## src/design/slc_pkg.sv

```systemverilog
// Types and constants shared by the scalar literal classifier.
`timescale 1ns / 1ps

package slc_pkg;

   // Result kind codes
   typedef enum logic [2:0] {
      KIND_EMPTY   = 3'd0,
      KIND_INVALID = 3'd1,
      KIND_CHAR    = 3'd2,
      KIND_INT     = 3'd3,
      KIND_FLOAT   = 3'd4,
      KIND_DOUBLE  = 3'd5
   } kind_type;

   localparam int unsigned WORD_COUNT = 8;
   localparam int unsigned WORD_SLOTS = 8;

   // Special words, padded with zero bytes; entries 0..3 are float words,
   // 4..7 double words.
   localparam logic [7:0] WORD_TEXT [0:WORD_COUNT-1][0:WORD_SLOTS-1] = '{
      '{"-", "i", "n", "f", "f", 8'h00, 8'h00, 8'h00},
      '{"+", "i", "n", "f", "f", 8'h00, 8'h00, 8'h00},
      '{"i", "n", "f", "f", 8'h00, 8'h00, 8'h00, 8'h00},
      '{"n", "a", "n", "f", 8'h00, 8'h00, 8'h00, 8'h00},
      '{"-", "i", "n", "f", 8'h00, 8'h00, 8'h00, 8'h00},
      '{"+", "i", "n", "f", 8'h00, 8'h00, 8'h00, 8'h00},
      '{"i", "n", "f", 8'h00, 8'h00, 8'h00, 8'h00, 8'h00},
      '{"n", "a", "n", 8'h00, 8'h00, 8'h00, 8'h00, 8'h00}
   };

   localparam logic [2:0] WORD_LEN [0:WORD_COUNT-1] = '{
      3'd5, 3'd5, 3'd4, 3'd4, 3'd4, 3'd4, 3'd3, 3'd3
   };

   localparam logic [7:0] CHAR_DOT   = ".";
   localparam logic [7:0] CHAR_F     = "f";
   localparam logic [7:0] CHAR_PLUS  = "+";
   localparam logic [7:0] CHAR_MINUS = "-";
   localparam logic [7:0] CHAR_ZERO  = "0";
   localparam logic [7:0] CHAR_NINE  = "9";
   localparam logic [7:0] PRINT_LO   = 8'd32;
   localparam logic [7:0] PRINT_HI   = 8'd126;
   localparam logic [2:0] COUNT_MAX  = 3'd7;

   // Largest magnitude accepted (negative limit of a signed 32-bit int)
   localparam logic [35:0] MAG_LIMIT = 36'h0_8000_0000;

   // Running parse state of one literal
   typedef struct packed {
      logic [2:0]  char_count;
      logic [7:0]  first_char;
      logic        sign_present;
      logic        negative;
      logic        dot_seen;
      logic        digit_seen;
      logic        bad_form;
      logic        suffix_f_seen;
      logic [31:0] magnitude;
      logic        int_overflow;
      logic [7:0]  word_mask;
   } parse_state_type;

   localparam parse_state_type STATE_RESET = '{
      char_count:    3'd0,
      first_char:    8'h00,
      sign_present:  1'b0,
      negative:      1'b0,
      dot_seen:      1'b0,
      digit_seen:    1'b0,
      bad_form:      1'b0,
      suffix_f_seen: 1'b0,
      magnitude:     32'd0,
      int_overflow:  1'b0,
      word_mask:     8'hFF
   };

endpackage

```

## src/design/scalar_literal_classifier.sv

```systemverilog
// Scalar literal classifier: one character word in, one kind/value word per literal.
// A result word is formed as the literal's last word passes from the input register
// through the parse/classify logic into the result register.
// Throughput: one character word per cycle; the result register has its own slot,
// so parsing carries on while a result waits; only the next closing word stalls.
// Reset (synchronous, active high) empties both registers and clears the parse state.
`timescale 1ns / 1ps

module scalar_literal_classifier
   import slc_pkg::*;
(
   input  logic               clock,
   input  logic               reset,
   // character words
   input  logic               req_valid,
   output logic               req_ready,
   input  logic [7:0]         req_char_code,
   input  logic               req_no_char,
   input  logic               req_is_last,
   // result words
   output logic               rsp_valid,
   input  logic               rsp_ready,
   output logic [2:0]         rsp_kind,
   output logic signed [31:0] rsp_value,
   output logic               rsp_displayable
);

   // ---------------------------------------------------------------
   // Input register
   // ---------------------------------------------------------------
   logic       in_valid_ff;
   logic [7:0] in_char_ff;
   logic       in_none_ff;
   logic       in_last_ff;

   logic       rsp_valid_ff;
   kind_type   rsp_kind_ff;
   logic [31:0] rsp_value_ff;
   logic       rsp_disp_ff;

   parse_state_type state_ff;
   parse_state_type state_in;

   // The held word moves on unless it closes a literal and the result slot is full.
   logic s1_move;
   assign s1_move   = in_valid_ff && (!in_last_ff || !rsp_valid_ff || rsp_ready);
   assign req_ready = !in_valid_ff || s1_move;

   always_ff @(posedge clock) begin
      if (reset) begin
         in_valid_ff <= 1'b0;
      end else if (req_ready) begin
         in_valid_ff <= req_valid;
      end
   end

   always_ff @(posedge clock) begin
      if (req_valid && req_ready) begin
         in_char_ff <= req_char_code;
         in_none_ff <= req_no_char;
         in_last_ff <= req_is_last;
      end
   end

   // ---------------------------------------------------------------
   // Parse step: fold one character into the running state
   // ---------------------------------------------------------------
   logic [2:0]  pos;
   logic        is_digit;
   logic [35:0] mag_next;

   assign pos      = state_ff.char_count;
   assign is_digit = (in_char_ff >= CHAR_ZERO) && (in_char_ff <= CHAR_NINE);
   // magnitude * 10 + digit, as shifts and adds
   assign mag_next = {1'b0, state_ff.magnitude, 3'b000}
                   + {3'b000, state_ff.magnitude, 1'b0}
                   + {32'd0, in_char_ff[3:0]};

   always_comb begin
      state_in = state_ff;
      if (!in_none_ff) begin
         // knock out every special word that this character breaks
         for (int w = 0; w < WORD_COUNT; w++) begin
            if (pos >= WORD_LEN[w] || WORD_TEXT[w][pos] != in_char_ff) begin
               state_in.word_mask[w] = 1'b0;
            end
         end
         if (pos == 3'd0) begin
            state_in.first_char = in_char_ff;
         end
         priority if (state_ff.suffix_f_seen) begin
            state_in.bad_form = 1'b1;       // nothing may follow the f
         end else if (is_digit) begin
            state_in.digit_seen = 1'b1;
            if (!state_ff.int_overflow) begin
               if (mag_next > MAG_LIMIT) begin
                  state_in.int_overflow = 1'b1;
               end else begin
                  state_in.magnitude = mag_next[31:0];
               end
            end
         end else if (in_char_ff == CHAR_DOT) begin
            if (state_ff.dot_seen) begin
               state_in.bad_form = 1'b1;
            end
            state_in.dot_seen = 1'b1;
         end else if (in_char_ff == CHAR_PLUS || in_char_ff == CHAR_MINUS) begin
            if (pos == 3'd0) begin
               state_in.sign_present = 1'b1;
               state_in.negative     = (in_char_ff == CHAR_MINUS);
            end else begin
               state_in.bad_form = 1'b1;
            end
         end else if (in_char_ff == CHAR_F) begin
            state_in.suffix_f_seen = 1'b1;
         end else begin
            state_in.bad_form = 1'b1;
         end
         if (pos < COUNT_MAX) begin
            state_in.char_count = pos + 3'd1;
         end
      end
   end

   // ---------------------------------------------------------------
   // Classification of the state after this character
   // ---------------------------------------------------------------
   logic [WORD_COUNT-1:0] len_hit;
   logic        num_core;
   logic        word_float;
   logic        word_double;
   logic        int_ok;
   kind_type    kind_in;
   logic [31:0] value_in;
   logic        disp_in;

   always_comb begin
      for (int w = 0; w < WORD_COUNT; w++) begin
         len_hit[w] = state_in.word_mask[w] && (WORD_LEN[w] == state_in.char_count);
      end
   end

   assign num_core    = !state_in.bad_form && state_in.digit_seen;
   assign word_float  = |len_hit[3:0];
   assign word_double = |len_hit[7:4];
   // magnitude never exceeds 2^31; only a positive 2^31 falls out of range
   assign int_ok      = num_core && !state_in.dot_seen && !state_in.suffix_f_seen
                      && !state_in.int_overflow
                      && (state_in.negative || !state_in.magnitude[31]);

   always_comb begin
      kind_in  = KIND_INVALID;
      value_in = 32'd0;
      priority if (state_in.char_count == 3'd0) begin
         kind_in = KIND_EMPTY;
      end else if (int_ok) begin
         kind_in  = KIND_INT;
         value_in = state_in.negative ? (32'd0 - state_in.magnitude)
                                      : state_in.magnitude;
      end else if (state_in.char_count == 3'd1 && state_in.first_char >= PRINT_LO
                   && state_in.first_char <= PRINT_HI) begin
         kind_in  = KIND_CHAR;
         value_in = {24'd0, state_in.first_char};
      end else if (word_float
                   || (num_core && state_in.dot_seen && state_in.suffix_f_seen)) begin
         kind_in = KIND_FLOAT;
      end else if (word_double
                   || (num_core && state_in.dot_seen && !state_in.suffix_f_seen)) begin
         kind_in = KIND_DOUBLE;
      end else begin
         kind_in = KIND_INVALID;
      end
   end

   assign disp_in = (kind_in == KIND_INT || kind_in == KIND_CHAR)
                  && (value_in >= {24'd0, PRINT_LO}) && (value_in <= {24'd0, PRINT_HI});

   // ---------------------------------------------------------------
   // Parse state and result register
   // ---------------------------------------------------------------
   always_ff @(posedge clock) begin
      if (reset) begin
         state_ff <= STATE_RESET;
      end else if (s1_move) begin
         state_ff <= in_last_ff ? STATE_RESET : state_in;
      end
   end

   always_ff @(posedge clock) begin
      if (reset) begin
         rsp_valid_ff <= 1'b0;
      end else if (s1_move && in_last_ff) begin
         rsp_valid_ff <= 1'b1;
      end else if (rsp_ready) begin
         rsp_valid_ff <= 1'b0;
      end
   end

   always_ff @(posedge clock) begin
      if (s1_move && in_last_ff) begin
         rsp_kind_ff  <= kind_in;
         rsp_value_ff <= value_in;
         rsp_disp_ff  <= disp_in;
      end
   end

   assign rsp_valid       = rsp_valid_ff;
   assign rsp_kind        = rsp_kind_ff;
   assign rsp_value       = $signed(rsp_value_ff);
   assign rsp_displayable = rsp_disp_ff;

   // ---------------------------------------------------------------
   // Assertions
   // ---------------------------------------------------------------
`ifndef SYNTH
   // only int and char results can be flagged printable
   a_disp_kind: assert property (@(posedge clock) disable iff (reset)
      rsp_valid_ff && rsp_disp_ff |-> (rsp_kind_ff == KIND_INT || rsp_kind_ff == KIND_CHAR))
      else $error("displayable set on a non int/char result");

   // kinds other than int and char carry a zero value
   a_value_zero: assert property (@(posedge clock) disable iff (reset)
      rsp_valid_ff && rsp_kind_ff != KIND_INT && rsp_kind_ff != KIND_CHAR
      |-> rsp_value_ff == 32'd0)
      else $error("non-zero value on a kind without a value");

   // a fresh result only follows a literal's closing word leaving the input register
   a_result_source: assert property (@(posedge clock) disable iff (reset)
      rsp_valid_ff && !$past(rsp_valid_ff) |-> $past(s1_move && in_last_ff))
      else $error("result appeared without a closing word");

   // the parse state starts over after each literal
   a_state_restart: assert property (@(posedge clock) disable iff (reset)
      s1_move && in_last_ff |=> state_ff == STATE_RESET)
      else $error("parse state not cleared after a literal");
`endif

endmodule

```

## config.mk

```make
export PLATFORM = sky130hd
export DESIGN_NAME = scalar_literal_classifier
export DESIGN_NICKNAME = d
export VERILOG_FILES = /design/src/design/slc_pkg.sv /design/src/design/scalar_literal_classifier.sv
export SDC_FILE = /design/constraint.sdc
export NUM_CORES = 1
export LEC_CHECK = 0
export BUFFER_PORTS_ARGS = -buffer_cell sky130_fd_sc_hd__buf_2
export CAP_MARGIN = 10
export CORE_AREA = 2 2 154 156
export CTS_BUF_LIST = sky130_fd_sc_hd__clkbuf_4
export CTS_CLUSTER_DIAMETER = 120
export DETAILED_ROUTE_END_ITERATION = 12
export DIE_AREA = 0 0 156 158
export PLACE_DENSITY = 0.69
export SETUP_SLACK_MARGIN = 0.4
export SLEW_MARGIN = 0
export SYNTH_ARGS = -nofsm -noshare
export SYNTH_HDL_FRONTEND = slang
export SYNTH_SLANG_ARGS = --single-unit
```

## constraint.sdc

```tcl
create_clock -name clock -period 7.9 [get_ports clock]
set_input_delay 0.79 -clock clock [delete_from_list [all_inputs] [get_ports clock]]
set_output_delay 0.79 -clock clock [all_outputs]
set_load 0.01 [all_outputs]
```

==> results.ini, run 1 <==
[clocking]
cts_buffer_depth=2
clk_pin_slew_ps=200
cts_tree=built
htree_levels=3
hold_buffers=0
clock_latency_ps=510
clock-sinks=105
clockRootBuffer=clkbuf_4
cts_buffers=9

[yosys]
syn_area_um2=9310
synthCells=1160
ys.flop_type=dfxtp_1
yosys_warnings=0
synth_edf_count=46
synth_fp_nets=1248
synthArstFlopShare=0
ys_ff_latch=105
synth-seq-area-share=0.275
synth.distinct_cells=96
avgSynthCellArea_um2=8.03

[route]
antenna_left=0
vias=9193
drt-pass1-iter-count=6
drt_iter0_drc=1058
drc=0
post_drt_wl_per_cell_um=19.4
drt_wl_total_mm=28.7
drt-vias-per-instance=6.22

[power]
p_leak_nw=4.09
p_per_area_nw_per_um2=99.1
peakVddDrop_uv=59.1
power.total_mw=1.01

[outcome]
status=complete, no violations

[placement]
dp_hpwl_mm=21.1
globalplace.congestion=0.937
port-buffer-count=51

[floorplanning]
die_width_um=156
start_util=0.404
die_area_um2=24600
num_rows=56
die_h_um=158
ios=52
core-area_um2=23100

[sta]
fmax_mhz=139
finalCriticalPeriod_ps=7180
setup_viol=0
drv_slew=0
worst_slew_pin_slew_ps=1070
period_share=0.909
finalSetupTns_ps=0
rsz0062_at_grt=no
skew_ps=35.7
finalHoldViolations=0
maxSlewHeadroom=0.284

[critical_path]
start_kind=flop
crit_type=reg -> reg
worstPathRequired_ps=8260
path_max_fanout=6
crit_path_end_kind=flop
arrival_ps=7540
max_stage_delay_ps=600
crit_slowest_cell=or4_4

[cells_and_area]
fillers=2243
layout_common_cells=nor2_1 (141), nand2_1 (88), a21oi_1 (87)
syn_to_final_growth_pct=8.99
nets=1270
final_common_cell=nor2_1
drive_gt1_frac=0.126
utilization=0.440

[global_routing]
antenna_found_initial=1
grt_pass1_wl_mm=45.0
grt_pass1_vias=8371
grt_max_degree=48
grt_usage=0.229
grt_remaining_overflow=0

[flow_run]
maxCapViolCount=0

[worst_hold_path]
hold_class=in -> reg

## critical path: cells and delay by family, from the launching register on
kind / cells / cell delay (ps)
xor+xnor: 2 / 350
fa+ha+maj: 3 / 1240
buf+inv: 2 / 230
simple gates: 11 / 2890
mux: 2 / 330
flops: 1 / 450
compound gates: 6 / 1540
## flip-flops by register name, indices dropped and copies added, names as in the netlist
name	flops
in_none_ff	1
rsp_valid	1
rsp_value	32
rsp_displayable	1
in_char_ff	8
rsp_kind	3
state_ff	54
pos	3
in_last_ff	1
in_valid_ff	1
## final timing paths
check	slack, ps	startpoint	cells after the start	to
worst max register to register	720	in_char_ff[3]$_DFFE_PP_	26	rsp_displayable$_DFFE_PP_
worst max-delay path	720	in_char_ff[3]$_DFFE_PP_	26	rsp_displayable$_DFFE_PP_
worst min-delay path	450	req_no_char	1	in_none_ff$_DFFE_PP_
worst min register to register	480	state_ff[4]$_SDFFE_PP1P_	1	state_ff[4]$_SDFFE_PP1P_
## timing repair
item,in CTS,in global routing
resized for setup,2,22
hold endpoints to repair,0,0
cloned,0,0
pin swaps,1,10
setup endpoints to repair,1,2
setup buffers,1,8
## cells in the mapped netlist (17+ instances only)
cell	n	share of area
nand2_1	89	0.036
inv_1	31	0.012
a21oi_1	87	0.047
o21ai_0	73	0.039
dfxtp_1	59	0.13
a211oi_1	17	0.014
edfxtp_1	46	0.15
nor3_1	46	0.025
nor2_1	141	0.057
a22oi_1	34	0.027
xnor2_1	37	0.035
ha_1	72	0.097
mux2i_1	22	0.024
nand3_1	33	0.018
xor2_1	34	0.032
clkbuf_1	60	0.024
## routing by layer
metal  wire length (um)  part of all wire  vias up  track usage
li1                   -                 -     4357            -
met1              13100              0.46     4307        0.325
met2              12600              0.44      472        0.356
met3               2340             0.081       57       0.0290
met4                754             0.026        0       0.0852
met5                  0                 0        -            0
## per-stage QoR
step           hold slack, ps  cell area (um^2)  cells  worst slack (ps)
2_1_floorplan             427              9310   1160               737
6_report                  448             10100   1478               718
4_1_cts                   426              9980   1469               433
3_3_place_gp              435              9820   1452               566
3_5_place_dp              442              9820   1452               247
5_1_grt                   415             10100   1478               401
## power by group
group | internal [mW] | switching [mW]
Clock | 0.105 | 0.208
Combinational | 0.0355 | 0.0672
Sequential | 0.578 | 0.0116
Total | 0.718 | 0.287
## cells by family (layout without fill, tap and decap cells)
family                   Yosys count  count (layout)  synth area share
adder cells (fa/ha/maj)           74              74             0.101
AO/OA/AOI/OAI                    355             355             0.259
other                              0               1                 0
multiplexers                      28              28            0.0313
buffers and inverters            103             130            0.0438
flip-flops                       105             105             0.275
AND/OR/NAND/NOR                  424             424             0.223
XOR/XNOR                          71              71            0.0668
## area by class of cell
type / count / area [um^2] / area share
Clock inverter: 6 / 76.3 / 0.00752
Timing Repair Buffer: 82 / 492 / 0.0485
Tap cell: 290 / 363 / 0.0358
Inverter: 32 / 120 / 0.0118
Clock buffer: 10 / 75.1 / 0.00740
Antenna cell: 1 / 2.50 / 0.000247
Multi-Input combinational cell: 952 / 6460 / 0.636
Sequential cell: 105 / 2560 / 0.253
Note: power is estimated with default switching activity, not from simulation.
==> inputs of run 2 (changes only) <==
--- a/config.mk
+++ b/config.mk
@@ -8,11 +8,10 @@
 export BUFFER_PORTS_ARGS = -buffer_cell sky130_fd_sc_hd__buf_2
 export CAP_MARGIN = 10
 export CORE_AREA = 2 2 154 156
-export CTS_BUF_LIST = sky130_fd_sc_hd__clkbuf_4
+export CTS_BUF_LIST = sky130_fd_sc_hd__clkbuf_2
 export CTS_CLUSTER_DIAMETER = 120
 export DETAILED_ROUTE_END_ITERATION = 12
 export DIE_AREA = 0 0 156 158
-export PLACE_DENSITY = 0.69
 export SETUP_SLACK_MARGIN = 0.4
 export SLEW_MARGIN = 0
 export SYNTH_ARGS = -nofsm -noshare
==> constraint.sdc (replaced) <==
create_clock -name clock -period 8.3 [get_ports clock]
set_input_delay 0.83 -clock clock [delete_from_list [all_inputs] [get_ports clock]]
set_output_delay 0.83 -clock clock [all_outputs]
set_load 0.01 [all_outputs]
==> run 2 against run 1 <==
Against the previous run:
- global-route usage is 0.31 points lower
- cell area down 1.2%
- critical path depth shrank 1
- wire length shrank 1.5%
- non-clock buffer count decreased by 8
- critical path type unchanged
- largest power group unchanged
- worst hold slack worse by 110 ps
- sequential power down 5.1%
==> results.ini, run 2 (synthesized netlist as in run 1, its figures left out) <==
[critical_path]
path_max_fanout=7
worstPathRequired_ps=8780
arrival_ps=7910
r2r_slack_ps=870
max_stage_delay_ps=580
crit_slowest_cell=fa_1
start_kind=flop
crit_top_cell=fa_1
crit_type=reg -> reg
crit_path_end_kind=flop
crit_family=simple AND/OR/NAND/NOR gates
cp.buffers_inverters=1

[route]
drt-pass1-iter-count=5
vias=8933
drc=0
drt_wl_total_mm=28.3
drt_iter0_drc=733
drt-vias-per-instance=6.08
post_drt_wl_per_cell_um=19.2
antenna_left=0

[placement]
port-buffer-count=51
dp_hpwl_mm=21.2
globalplace.congestion=0.924
dpl.cell_count=1448

[power]
swShare=0.292
p_per_area_nw_per_um2=93.8
combPwrFrac=0.106
p_leak_nw=4.03
peakVddDrop_uv=56.8
power.total_uw=941
p_sw_uw=275
power_frac_seq=0.596
clockPowerShare=0.298
p_int_uw=666

[sta]
finalSetupTns_ps=0
drv_slew=0
skew_ps=46.3
maxSlewHeadroom=0.244
worst_slew_pin_slew_ps=1130
fmax_mhz=135
setup_viol=0
whs_ps=334
finalHoldViolations=0
period_share=0.895
finalCriticalPeriod_ps=7430
rsz0062_at_grt=no

[global_routing]
grt_pass1_wl_mm=44.3
grt_max_degree=48
grt_usage=0.226
grt_remaining_overflow=0
antenna_found_initial=1
grt_pass1_vias=8125

[cells_and_area]
final_common_cell=nor2_1
largest_reg_flops=54
layout_common_cells=nor2_1 (141), nand2_1 (88), a21oi_1 (85)
syn_to_final_growth_pct=7.65
top_register=state_ff
drive_gt1_frac=0.117
fillers=2302
post_layout_nonfiller_instances=1470
nets=1262

[floorplanning]
die_area_um2=24600
die_h_um=158
num_rows=56
start_util=0.404
core-area_um2=23100
ios=52
die_width_um=156

[worst_hold_path]
hold_class=in -> reg

[outcome]
status=complete, no violations

[clocking]
cts_buffers=9
cts_buffer_depth=2
clockRootBuffer=clkbuf_2
cts_tree=built
clock_latency_ps=670
clock-sinks=105
clk_pin_slew_ps=310
htree_levels=3

[flow_run]
maxCapViolCount=0

-- run 2: worst paths after layout --
kind | endpoint | from | cells past startpoint
max | rsp_displayable$_DFFE_PP_ | in_char_ff[3]$_DFFE_PP_ | 25
min | in_char_ff[2]$_DFFE_PP_ | req_char_code[2] | 1
max reg2reg | rsp_displayable$_DFFE_PP_ | in_char_ff[3]$_DFFE_PP_ | 25
min reg2reg | state_ff[5]$_SDFFE_PP1P_ | state_ff[5]$_SDFFE_PP1P_ | 1
-- run 2: layout make-up --
type / count / area (um^2) / share of cell area
Inverter: 32 / 120 / 0.0120
Antenna cell: 1 / 2.50 / 0.000250
Multi-Input combinational cell: 952 / 6410 / 0.639
Timing Repair Buffer: 74 / 428 / 0.0427
Sequential cell: 105 / 2560 / 0.256
Clock inverter: 7 / 95.1 / 0.00949
Clock buffer: 9 / 45.0 / 0.00449
Tap cell: 290 / 363 / 0.0362
-- run 2: through the flow --
step / utilization / instance area [um^2] / setup slack (ps)
6_report: 0.435 / 10000 / 872
5_1_grt: 0.435 / 10000 / 454
4_1_cts: 0.431 / 9930 / 408
3_5_place_dp: 0.425 / 9790 / 564
3_3_place_gp: 0.425 / 9790 / 790
2_1_floorplan: - / 9310 / 1140
-- run 2: per-layer routing --
metal | track usage | vias to the layer above | part of all wire
met2 | 0.345 | 341 | 0.44
met3 | 0.0345 | 42 | 0.065
met4 | 0.0660 | 0 | 0.022
met1 | 0.329 | 4196 | 0.48
met5 | 0 | - | 0
li1 | - | 4354 | -
-- run 2: power groups by stage --
stage               Clock [mW]  Combinational, mW  Sequential, mW
finish                   0.280             0.0997           0.560
global route             0.304              0.108           0.562
CTS                      0.288             0.0969           0.560
detailed placement           0             0.0965           0.570
global placement             0             0.0963           0.570
floorplan                    0             0.0647           0.569
-- run 2: repair_timing --
action	CTS	global route
buffers inserted	0	5
hold endpoints to repair	0	0
hold buffers	0	0
endpoints found under the setup margin	0	1
resized for setup	0	17
